**src/sv/utflcd_pkg.sv**
```systemverilog
// Shared types and the code point to display character table for the UTF-8 converter.
package utflcd_pkg;

   // Widths fixed by the interface
   localparam int BYTE_W   = 8;
   localparam int CAP_W    = 16;
   localparam int CODE_W   = 8;
   localparam int OCOUNT_W = 16;
   localparam int ACCUM_W  = 31;
   localparam int PEND_W   = 3;

   // One decoded result beat
   typedef struct packed {
      logic [CODE_W-1:0]   char_code;
      logic                char_valid;
      logic                last;
      logic                status;
      logic [OCOUNT_W-1:0] char_count;
   } result_type;

   // Table lookup answer
   typedef struct packed {
      logic              hit;
      logic [CODE_W-1:0] code;
   } map_type;

   // Code point to display code: 0x20 to 0x7D (except backslash) maps to itself,
   // a fixed list of other points maps through the table, the rest misses.
   function automatic map_type map_lookup(input logic [ACCUM_W-1:0] cp);
      map_type r;
      logic    upper_zero;
      r          = '0;
      upper_zero = (cp[ACCUM_W-1:16] == '0);
      if (cp >= ACCUM_W'(32'h20) && cp <= ACCUM_W'(32'h7D) && cp != ACCUM_W'(32'h5C)) begin
         r.hit  = 1'b1;
         r.code = cp[7:0];
      end else if (upper_zero) begin
         r.hit = 1'b1;
         case (cp[15:0])
            16'h00A7: r.code = 8'h12;
            16'h00B6: r.code = 8'h13;
            16'h00A9: r.code = 8'h0F;
            16'h00AE: r.code = 8'h0E;
            16'h00BD: r.code = 8'hF5;
            16'h00BC: r.code = 8'hF6;
            16'h00D7: r.code = 8'hF7;
            16'h00F7: r.code = 8'hF8;
            16'h2264: r.code = 8'hF9;
            16'h2265: r.code = 8'hFA;
            16'h226A: r.code = 8'hFB;
            16'h226B: r.code = 8'hFC;
            16'h2260: r.code = 8'hFD;
            16'h221A: r.code = 8'hFE;
            16'h00C7: r.code = 8'h80;
            16'h00FC: r.code = 8'h81;
            16'h00E9: r.code = 8'h82;
            16'h00E2: r.code = 8'h83;
            16'h00E4: r.code = 8'h84;
            16'h00E0: r.code = 8'h85;
            16'h0227: r.code = 8'h86;
            16'h00E7: r.code = 8'h87;
            16'h00EA: r.code = 8'h88;
            16'h00EB: r.code = 8'h89;
            16'h00E8: r.code = 8'h8A;
            16'h00EF: r.code = 8'h8B;
            16'h00EE: r.code = 8'h8C;
            16'h00EC: r.code = 8'h8D;
            16'h00C4: r.code = 8'h8E;
            16'h00C2: r.code = 8'h8F;
            16'h00C9: r.code = 8'h90;
            16'h00E6: r.code = 8'h91;
            16'h00C6: r.code = 8'h92;
            16'h00F4: r.code = 8'h93;
            16'h00F6: r.code = 8'h94;
            16'h00F2: r.code = 8'h95;
            16'h00FB: r.code = 8'h96;
            16'h00F9: r.code = 8'h97;
            16'h00FF: r.code = 8'h98;
            16'h00D6: r.code = 8'h99;
            16'h00DC: r.code = 8'h9A;
            16'h00F1: r.code = 8'h9B;
            16'h00D1: r.code = 8'h9C;
            16'h00AA: r.code = 8'h9D;
            16'h00BA: r.code = 8'h9E;
            16'h00BF: r.code = 8'h9F;
            16'h00E1: r.code = 8'hE0;
            16'h00ED: r.code = 8'hE1;
            16'h00F3: r.code = 8'hE2;
            16'h00FA: r.code = 8'hE3;
            16'h00A2: r.code = 8'hE4;
            16'h00A3: r.code = 8'hE5;
            16'h00A5: r.code = 8'hE6;
            16'h00A1: r.code = 8'hE9;
            16'h00C3: r.code = 8'hEA;
            16'h00E3: r.code = 8'hEB;
            16'h00D5: r.code = 8'hEC;
            16'h00F5: r.code = 8'hED;
            16'h00D8: r.code = 8'hEE;
            16'h00F8: r.code = 8'hEF;
            16'h0393: r.code = 8'h14;
            16'h0394: r.code = 8'h15;
            16'h0398: r.code = 8'h16;
            16'h039B: r.code = 8'h17;
            16'h039E: r.code = 8'h18;
            16'h03A0: r.code = 8'h19;
            16'h03A3: r.code = 8'h1A;
            16'h03D2: r.code = 8'h1B;
            16'h03A6: r.code = 8'h1C;
            16'h03A8: r.code = 8'h1D;
            16'h03A9: r.code = 8'h1E;
            16'h03B1: r.code = 8'h1F;
            16'h250C: r.code = 8'h09;
            16'h2510: r.code = 8'h0A;
            16'h2514: r.code = 8'h0B;
            16'h2518: r.code = 8'h0C;
            16'h2500: r.code = 8'hFF;
            default: begin
               r.hit  = 1'b0;
               r.code = '0;
            end
         endcase
      end
      return r;
   endfunction

endpackage

```
**src/sv/utflcd_decoder.sv**
```systemverilog
// UTF-8 sequence state, table mapping and per-string character counting.
module utflcd_decoder #(
   parameter int COUNT_BITS = 16
) (
   input  logic                                clock,
   input  logic                                reset,
   input  logic                                fire,
   input  logic [utflcd_pkg::BYTE_W-1:0]       in_byte,
   input  logic [utflcd_pkg::CAP_W-1:0]        capacity,
   output logic                                res_valid,
   output utflcd_pkg::result_type              res
);

   logic [utflcd_pkg::PEND_W-1:0]  pending_ff, pending_in;
   logic [utflcd_pkg::ACCUM_W-1:0] accum_ff, accum_in;
   logic [COUNT_BITS-1:0]          count_ff, count_in;
   logic                           discard_ff, discard_in;

   logic                           finish_req;
   logic [utflcd_pkg::ACCUM_W-1:0] finish_cp;
   logic [utflcd_pkg::ACCUM_W-1:0] accum_shift;
   logic [utflcd_pkg::PEND_W-1:0]  pending_dec;
   logic                           redecode;
   utflcd_pkg::map_type            map_hit;
   logic [COUNT_BITS-1:0]          count_inc;
   logic                           reach_cap;

   assign accum_shift = {accum_ff[utflcd_pkg::ACCUM_W-7:0], in_byte[5:0]};
   assign pending_dec = pending_ff - utflcd_pkg::PEND_W'(1);

   // Sequence assembly and lead byte decode
   always_comb begin
      pending_in = pending_ff;
      accum_in   = accum_ff;
      count_in   = count_ff;
      discard_in = discard_ff;
      finish_req = 1'b0;
      finish_cp  = '0;
      redecode   = 1'b0;
      res_valid  = 1'b0;
      res        = '0;

      if (discard_ff) begin
         // skip up to the string end
         if (in_byte == '0) begin
            discard_in = 1'b0;
            count_in   = '0;
            pending_in = '0;
            accum_in   = '0;
         end
      end else begin
         redecode = 1'b1;
         if (pending_ff != '0) begin
            if (in_byte[7:6] == 2'b10) begin
               redecode   = 1'b0;
               accum_in   = accum_shift;
               pending_in = pending_dec;
               if (pending_dec == '0) begin
                  finish_req = 1'b1;
                  finish_cp  = accum_shift;
               end
            end else begin
               // broken sequence: drop it, treat this byte as a lead
               pending_in = '0;
               accum_in   = '0;
            end
         end
         if (redecode) begin
            if (in_byte == '0) begin
               res_valid      = 1'b1;
               res.last       = 1'b1;
               res.char_count = 16'(32'(count_ff));
               count_in       = '0;
            end else if (in_byte[7] == 1'b0) begin
               finish_req = 1'b1;
               finish_cp  = utflcd_pkg::ACCUM_W'(in_byte);
            end else if (in_byte[7:5] == 3'b110) begin
               accum_in   = utflcd_pkg::ACCUM_W'(in_byte[4:0]);
               pending_in = utflcd_pkg::PEND_W'(1);
            end else if (in_byte[7:4] == 4'b1110) begin
               accum_in   = utflcd_pkg::ACCUM_W'(in_byte[3:0]);
               pending_in = utflcd_pkg::PEND_W'(2);
            end else if (in_byte[7:3] == 5'b11110) begin
               accum_in   = utflcd_pkg::ACCUM_W'(in_byte[2:0]);
               pending_in = utflcd_pkg::PEND_W'(3);
            end else if (in_byte[7:2] == 6'b111110) begin
               accum_in   = utflcd_pkg::ACCUM_W'(in_byte[1:0]);
               pending_in = utflcd_pkg::PEND_W'(4);
            end else if (in_byte[7:1] == 7'b1111110) begin
               accum_in   = utflcd_pkg::ACCUM_W'(in_byte[0]);
               pending_in = utflcd_pkg::PEND_W'(5);
            end
         end
      end

      // Completed code point: map, count, check capacity
      map_hit   = utflcd_pkg::map_lookup(finish_cp);
      count_inc = (count_ff != '1) ? count_ff + COUNT_BITS'(1) : count_ff;
      reach_cap = (33'(count_inc) >= 33'(capacity)) || (count_inc == '1);
      if (finish_req && map_hit.hit) begin
         count_in       = count_inc;
         discard_in     = reach_cap;
         res_valid      = 1'b1;
         res.char_code  = map_hit.code;
         res.char_valid = 1'b1;
         res.last       = reach_cap;
         res.status     = reach_cap;
         res.char_count = 16'(32'(count_inc));
      end
   end

   // State registers
   always_ff @(posedge clock) begin
      if (reset) begin
         pending_ff <= '0;
         accum_ff   <= '0;
         count_ff   <= '0;
         discard_ff <= 1'b0;
      end else if (fire) begin
         pending_ff <= pending_in;
         accum_ff   <= accum_in;
         count_ff   <= count_in;
         discard_ff <= discard_in;
      end
   end

endmodule

```
**src/sv/utf8_to_lcd_charset_stream.sv**
```systemverilog
// Top level: UTF-8 byte stream to display charset converter with input and result registers.
// One UTF-8 byte per req beat, at most one rsp beat per byte; a new byte is taken every
// cycle while the result register is free or being drained. Each byte passes the
// input register, then sequence decode, table compare and counting in one pass into the
// result register. A byte that completes no mapped character (continuation, bad lead,
// unmapped point, discarded tail) gives no rsp beat. A zero byte ends the string with a
// last beat; the beat that reaches csr_out_capacity is last with status 1, and bytes up
// to the next zero are then skipped silently. csr_ready is always high.
module utf8_to_lcd_charset_stream #(
   parameter int COUNT_BITS = 16
) (
   input  logic                                clock,
   input  logic                                reset,
   input  logic                                req_valid,
   output logic                                req_stall,
   input  logic [utflcd_pkg::BYTE_W-1:0]       req_in_byte,
   output logic                                rsp_valid,
   input  logic                                rsp_stall,
   output logic [utflcd_pkg::CODE_W-1:0]       rsp_char_code,
   output logic                                rsp_char_valid,
   output logic                                rsp_last,
   output logic                                rsp_status,
   output logic [utflcd_pkg::OCOUNT_W-1:0]     rsp_char_count,
   input  logic                                csr_valid,
   output logic                                csr_ready,
   input  logic [utflcd_pkg::CAP_W-1:0]        csr_out_capacity
);

   logic [utflcd_pkg::CAP_W-1:0]  cap_ff;
   logic                          in_valid_ff, in_valid_in;
   logic [utflcd_pkg::BYTE_W-1:0] in_byte_ff;
   logic                          out_valid_ff, out_valid_in;
   utflcd_pkg::result_type        out_ff;
   logic                          out_free;
   logic                          fire;
   logic                          req_take;
   logic                          dec_valid;
   utflcd_pkg::result_type        dec_res;

   assign csr_ready = 1'b1;

   // Capacity register
   always_ff @(posedge clock) begin
      if (reset) begin
         cap_ff <= utflcd_pkg::CAP_W'(16);
      end else if (csr_valid) begin
         cap_ff <= csr_out_capacity;
      end
   end

   // Handshake: decode when the result register can take a beat
   assign out_free  = !out_valid_ff || !rsp_stall;
   assign fire      = in_valid_ff && out_free;
   assign req_stall = in_valid_ff && !out_free;
   assign req_take  = req_valid && !req_stall;

   always_comb begin
      in_valid_in = in_valid_ff;
      if (req_take) begin
         in_valid_in = 1'b1;
      end else if (fire) begin
         in_valid_in = 1'b0;
      end
      out_valid_in = out_valid_ff;
      if (out_free) begin
         out_valid_in = fire && dec_valid;
      end
   end

   // Input register
   always_ff @(posedge clock) begin
      if (reset) begin
         in_valid_ff <= 1'b0;
      end else begin
         in_valid_ff <= in_valid_in;
      end
   end

   always_ff @(posedge clock) begin
      if (req_take) begin
         in_byte_ff <= req_in_byte;
      end
   end

   utflcd_decoder #(
      .COUNT_BITS (COUNT_BITS)
   ) u_decoder (
      .clock     (clock),
      .reset     (reset),
      .fire      (fire),
      .in_byte   (in_byte_ff),
      .capacity  (cap_ff),
      .res_valid (dec_valid),
      .res       (dec_res)
   );

   // Result register
   always_ff @(posedge clock) begin
      if (reset) begin
         out_valid_ff <= 1'b0;
      end else begin
         out_valid_ff <= out_valid_in;
      end
   end

   always_ff @(posedge clock) begin
      if (out_free && fire && dec_valid) begin
         out_ff <= dec_res;
      end
   end

   assign rsp_valid      = out_valid_ff;
   assign rsp_char_code  = out_ff.char_code;
   assign rsp_char_valid = out_ff.char_valid;
   assign rsp_last       = out_ff.last;
   assign rsp_status     = out_ff.status;
   assign rsp_char_count = out_ff.char_count;

endmodule

```
**config.mk**
```make
export PLATFORM = sky130hd
export DESIGN_NAME = utf8_to_lcd_charset_stream
export DESIGN_NICKNAME = d
export VERILOG_FILES = /design/src/sv/utflcd_pkg.sv /design/src/sv/utflcd_decoder.sv /design/src/sv/utf8_to_lcd_charset_stream.sv
export SDC_FILE = /design/constraint.sdc
export NUM_CORES = 1
export LEC_CHECK = 0
export BUFFER_PORTS_ARGS = -buffer_cell sky130_fd_sc_hd__buf_2
export CAP_MARGIN = 40
export CORE_MARGIN = 5
export CORE_UTILIZATION = 35
export DETAILED_ROUTE_END_ITERATION = 8
export MAX_ROUTING_LAYER = met4
export PLACE_DENSITY = 0.57
export SETUP_SLACK_MARGIN = 0.05
export SYNTH_ARGS = -nofsm -noshare
export SYNTH_HDL_FRONTEND = slang
export SYNTH_HIERARCHICAL = 1
export SYNTH_SLANG_ARGS = --single-unit
```
**constraint.sdc**
```tcl
create_clock -name clock -period 6.57 [get_ports clock]
set_input_delay 1.314 -clock clock [delete_from_list [all_inputs] [get_ports clock]]
set_output_delay 1.314 -clock clock [all_outputs]
set_load 0.01 [all_outputs]
```
==> results of run 1 <==
## per-layer routing
metal	global-route usage [%]	up-vias	part of all wire (%)
met5	-	-	0
met4	5.58	0	2.6
met3	4.36	50	8.8
met2	31.3	346	45
met1	28.7	3102	44
li1	-	3195	-
## cells in the mapped netlist, drive strengths merged (15+ instances only)
| master | number | share of area, % |
|---|---|---|
| inv | 31 | 1.7 |
| a32oi | 20 | 2.5 |
| edfxtp | 35 | 15 |
| dfxtp | 63 | 18 |
| mux2i | 17 | 2.5 |
| nor4 | 15 | 1.7 |
| nand2 | 69 | 3.7 |
| nor2b | 15 | 1.4 |
| nor2 | 118 | 6.5 |
| nand3 | 30 | 2.2 |
| a22oi | 22 | 2.4 |
| nand4 | 26 | 2.4 |
| buf | 32 | 3.0 |
| ha | 20 | 3.6 |
| o21ai | 20 | 1.6 |
| clkbuf | 26 | 1.4 |
| nor3 | 39 | 2.9 |
| a21oi | 41 | 3.0 |
## sequential cells by signal (all words and copies together), names as in the netlist
name,count
rsp_char_valid,1
rsp_char_code,8
rsp_valid,1
u_decoder/pending_ff,3
in_byte_ff,8
u_decoder/discard_ff,1
rsp_char_count,16
rsp_status,1
u_decoder/count_ff,16
in_valid_ff,1
cap_ff,16
u_decoder/accum_ff,25
rsp_last,1
## final timing paths
| kind | endpoint | slack, ns | cells after the start |
|---|---|---|---|
| max | rsp_last | 2.24 | 15 |
| min | u_decoder/pending_ff[2] | 0.48 | 2 |
| max reg2reg | rsp_last | 2.24 | 15 |
| min reg2reg | u_decoder/pending_ff[2] | 0.48 | 2 |
## logic make-up (layout without fill, tap and decap cells)
family / count (synthesis) / count (layout) / synth area share [%]
adders and majority gates: 20 / 20 / 3.62
xor gates and xnor gates: 15 / 15 / 1.90
other: 1 / 1 / 0.0542
AOI/OAI and AO/OA: 213 / 213 / 23.5
DFF: 98 / 98 / 33.4
and+or+nand+nor: 377 / 377 / 28.2
buffers and inverters: 91 / 123 / 6.24
muxes: 21 / 21 / 3.11
## power breakdown
part | internal [uW] | total, uW | switching, uW | leakage (uW)
Clock | 301 | 533 | 232 | 0.000145
Combinational | 60.3 | 186 | 126 | 0.00179
Sequential | 641 | 655 | 14.2 | 0.000874
## per-stage QoR
stage / setup WS [ns] / util [%]
after floorplan: 2.04 / -
after global placement: 2.23 / 37.7
after detailed placement: 2.29 / 37.9
after CTS: 2.27 / 39.4
after global routing: 1.91 / 39.4
final: 2.24 / 39.4
## layout make-up
type | instances | area [um^2] | area share (%)
multi-input combinational | 647 | 4180 | 54.5
inverter | 33 | 124 | 1.61
sequential | 98 | 2310 | 30.1
clock inverter | 6 | 75.1 | 0.978
timing repair buffer | 74 | 424 | 5.53
clock buffer | 10 | 229 | 2.98
tap | 265 | 332 | 4.32
## critical path: cells and delay by family (launching register included)
family,cells,cell delay [ns]
xor gates and xnor gates,1,0.30
AOI/OAI and AO/OA,6,1.08
DFF,1,0.50
and+or+nand+nor,6,1.53
adders and majority gates,2,0.63
==> results.ini, run 1 <==
[run_status]
outcome = finished clean

[place]
gp_congestion = 1.03
dp_cells = 1117
dpl_cell_area_um2 = 7370
detailed_place_hpwl_mm = 16.8
numPortBuffers = 57

[global_route]
track_usage_pct = 20.8
grt_max_degree = 67
grt_pass1_wl_mm = 36.1
antenna_found_initial = 0
grt_pass1_vias = 6306
overflow = 0

[floorplan]
die-height_um = 151
start_util_pct = 35.6
ios = 59
fp.dieArea_um2 = 22700
rows = 51
core_um2 = 19500
die_w_um = 151

[timing]
finalCritPeriodShare_pct = 65.9
min_period_ns = 4.33
worst_pin_slew_ns = 0.940
fin_skew_ns = 0.00751
rsz0062_at_grt = false
setup_viol = 0
setup_tns_ns = 0
hold_violations = 0
maxSlewViolCount = 0
fmax_mhz = 231
max-slew-margin-rel_pct = 37.1
whs_ns = 0.481

[worst_setup_path]
worstSetupStartpointType = register
cp-startpoint = u_decoder/count_ff[0]
cpMaxStageDelayCell = nor4_2
critPathCaptureType = register
r2r_start = u_decoder/count_ff[0]
worstPathMaxFanout = 9
critPathKind = register to register
slowest_delay_ns = 0.78
crit_arrival_ns = 4.41
path_cells = ha_1 -> nand4_1 -> nor4_2 -> nand3b_1 -> nor2_1 -> xor2_1 -> ha_1 -> a21o_1 -> a21o_1 -> a21oi_1 -> nand2_1 -> a211oi_1 -> a21oi_1 -> o21bai_1 -> nand2_1
crit_required_ns = 6.65

[final_layout]
final_cell_mix = nor2_1 (116), nand2_1 (69), dfxtp_1 (63)
fillers = 1989
area_growth_pct = 10.9
final_area_um2 = 7670
layout_commonest_cell = nor2_1
drive_gt1_share_pct = 14.3
final_cells = 1133
antennaDiodeCount = 0
nets = 912

[yosys]
ys_async_sr_fraction_pct = 0
yosys_warnings = 6
postSynthCellCount = 836
syn-cell-area_um2 = 6920
synth.distinct_cells = 96
yosysSeqAreaShare_pct = 33.4
ys.flop_type = dfxtp_1
syn-num-nets = 885
synth_edf_count = 35
synth.avg_cell_area_um2 = 8.28
ys_ff_latch = 98

[route]
drtIter0Drc = 736
num_vias = 6693
wirelength_mm = 22.9
vias_per_cell = 5.91
avgRoutedWirePerCell_um = 20.2
ant_nets = 0
drt_first_pass_iters = 5
drc_errors = 0

[power_and_ir_drop]
peakVddDrop_v = 0.000130
fin_total_pwr_uw = 1370
leakage_uw = 0.00281
power_density_nw_per_um2 = 179

[cts]
clk_latency_ns = 0.34
cts_setup_buffers = 0
cts-root-buf = clkbuf_16
postCtsHoldBufs = 0
cts_tree = yes
clock_sink_count = 98
cts.clk_slew.worst_paths_ns = 0.07
htreeDepth = 3
ctsResizeCount = 0
clockBufferDepth = 2
cts_made_buffers = 9

[worst_hold_path]
hold_path_startpoint = u_decoder/pending_ff[2]
hp-class = register to register

[job]
drv_cap = 0

Note: power is estimated with default switching activity, not from simulation.
==> run 2: changes to the inputs <==
==> constraint.sdc (replaced) <==
create_clock -name clock -period 4.5 [get_ports clock]
set_input_delay 0.9 -clock clock [delete_from_list [all_inputs] [get_ports clock]]
set_output_delay 0.9 -clock clock [all_outputs]
set_load 0.01 [all_outputs]
==> run 2 against run 1 <==
Routed wire length increased by 2.4%. Critical path depth unchanged. Design area increased by 3.0%. Highest routed layer unchanged.
==> results.ini, run 2 (synthesized netlist as in run 1, its figures left out) <==
[worst_setup_path]
cpMaxStageDelayCell = nor4_2
worstPathMaxFanout = 9  ; unchanged
critPathCaptureType = register
worstSetupStartpointType = register
path_cells = ha_1 -> nand4_1 -> nor4_2 -> nand3b_1 -> nor2_1 -> xor2_1 -> ha_1 -> a21o_1 -> a21o_1 -> a21oi_1 -> nand2_1 -> a211oi_1 -> a21oi_1 -> o21bai_1 -> nand2_1
path_buf_inv = 0  ; unchanged
critPathKind = register to register
crit_arrival_ns = 4.09  ; -0.32 ns
crit_required_ns = 4.61  ; -2.04 ns
critPathTopFamily = simple AND/OR/NAND/NOR gates
slowest_delay_ns = 0.52  ; -0.26 ns

[floorplan]
core_um2 = 19500  ; unchanged
die_w_um = 151  ; unchanged
rows = 51  ; unchanged
ios = 59  ; unchanged
die-height_um = 151  ; unchanged
start_util_pct = 35.6  ; unchanged
fp.dieArea_um2 = 22700  ; unchanged

[cts]
cts_tree = yes
htreeDepth = 3  ; unchanged
postCtsHoldBufs = 0  ; unchanged
clock_sink_count = 98  ; unchanged
clockBufferDepth = 2  ; unchanged
cts.clk_slew.worst_paths_ns = 0.07  ; about the same
cts_made_buffers = 9  ; unchanged
ctsResizeCount = 0  ; unchanged
clk_latency_ns = 0.36  ; +0.02 ns
cts-root-buf = clkbuf_16
cts_setup_buffers = 0  ; unchanged

[route]
drt_first_pass_iters = 7  ; +2
num_vias = 6873  ; +2.7%
drtIter0Drc = 775  ; +5.3%
wirelength_mm = 23.5  ; +2.4%
ant_nets = 0  ; unchanged
avgRoutedWirePerCell_um = 20.2  ; about the same
vias_per_cell = 5.92  ; +0.21%
drc_errors = 0  ; unchanged

[final_layout]
final_cells = 1161  ; +2.5%
final_area_um2 = 7900  ; +3.0%
nets = 940  ; +3.1%
largest_reg_flops = 25  ; unchanged
final_cell_mix = nor2_1 (116), nand2_1 (69), dfxtp_1 (63)
regArea_um2 = 2310  ; unchanged
drive_gt1_share_pct = 17.0  ; +2.7 points
area_growth_pct = 14.2
antennaDiodeCount = 0  ; unchanged
largest_register = u_decoder/accum_ff
multiInputGateArea_um2 = 4180  ; unchanged
layout_commonest_cell = nor2_1
fillers = 1995  ; +0.30%

[power_and_ir_drop]
peakVddDrop_v = 0.000174  ; +34%
leakage_uw = 0.00295  ; +5.3%
power_density_nw_per_um2 = 263  ; +47%

[timing]
maxSlewViolCount = 0  ; unchanged
max-slew-margin-rel_pct = 39.1  ; +2.1 points
fmax_mhz = 251  ; +8.6%
hold_violations = 0  ; unchanged
finalCritPeriodShare_pct = 88.6  ; +23 points
setup_tns_ns = 0  ; unchanged
setup_viol = 0  ; unchanged
worst_pin_slew_ns = 0.912  ; -0.0279 ns
rsz0062_at_grt = false
min_period_ns = 3.99  ; -0.344 ns
fin_skew_ns = 0.0114  ; +0.00391 ns

[job]
drv_cap = 0  ; unchanged

[place]
detailed_place_hpwl_mm = 17.3  ; +2.9%
numPortBuffers = 57  ; unchanged
dpl_cell_area_um2 = 7580  ; +2.9%
gp_congestion = 1.02  ; -0.44%
dp_cells = 1145  ; +2.5%

[run_status]
outcome = finished clean

[global_route]
grt_pass1_vias = 6440  ; +2.1%
grt_pass1_wl_mm = 36.2  ; +0.46%
antenna_found_initial = 0  ; unchanged
overflow = 0  ; unchanged
track_usage_pct = 21.1  ; +0.29 points
grt_max_degree = 37  ; -45%

[worst_hold_path]
hp-class = register to register

run 2: cell types whose count changed in the layout (fill, tap and decap cells not counted), sizes merged:
cell and change:
buf +28, clkbuf +1, clkinv -1, clkinvlp -1
inv +1
run 2: tightest hold or removal path, stage by stage (launching register included):
cell	delay, ns
dfxtp_1	0.33
nand2_1	0.06
a21oi_1	0.05
run 2: layer usage:
metal  wire length, um  global-route usage [%]  up-vias
met4               717                    7.66        0
met5                 0                       -        -
met1             10700                    29.1     3207
met2             10000                    30.2      359
li1                  -                       -     3242
met3              2090                    5.00       65
run 2: path summary, 6_finish.rpt:
kind	slack (ns)	depth (start not counted)	from	endpoint
hold reg to reg	0.48	2	u_decoder/pending_ff[2]	u_decoder/pending_ff[2]
hold / removal	0.48	2	u_decoder/pending_ff[2]	u_decoder/pending_ff[2]
setup / recovery	0.51	15	u_decoder/count_ff[0]	rsp_last
setup reg to reg	0.51	15	u_decoder/count_ff[0]	rsp_last
run 2: final cells by class:
class	count	share of cell area, %
Clock buffer	11	3.21
Sequential cell	98	29.3
Inverter	33	1.57
Tap cell	265	4.20
Multi-Input combinational cell	647	52.9
Clock inverter	5	0.823
Timing Repair Buffer	102	8.04
run 2: power by group:
part	internal, uW	switching (uW)	leakage [uW]
Sequential	935	26.8	0.000874
Combinational	98.1	183	0.00192
Clock	473	363	0.000158
run 2: stage by stage:
step / power [uW] / worst slack, ns / utilization, % / hold slack (ns)
after floorplan: 1160 / 0.572 / - / 0.445
after global placement: 1260 / 0.452 / 38.9 / 0.470
after detailed placement: 1250 / 0.525 / 39.0 / 0.477
after CTS: 2090 / 0.507 / 40.6 / 0.488
after global routing: 2160 / 0.112 / 40.6 / 0.518
final: 2080 / 0.513 / 40.6 / 0.484
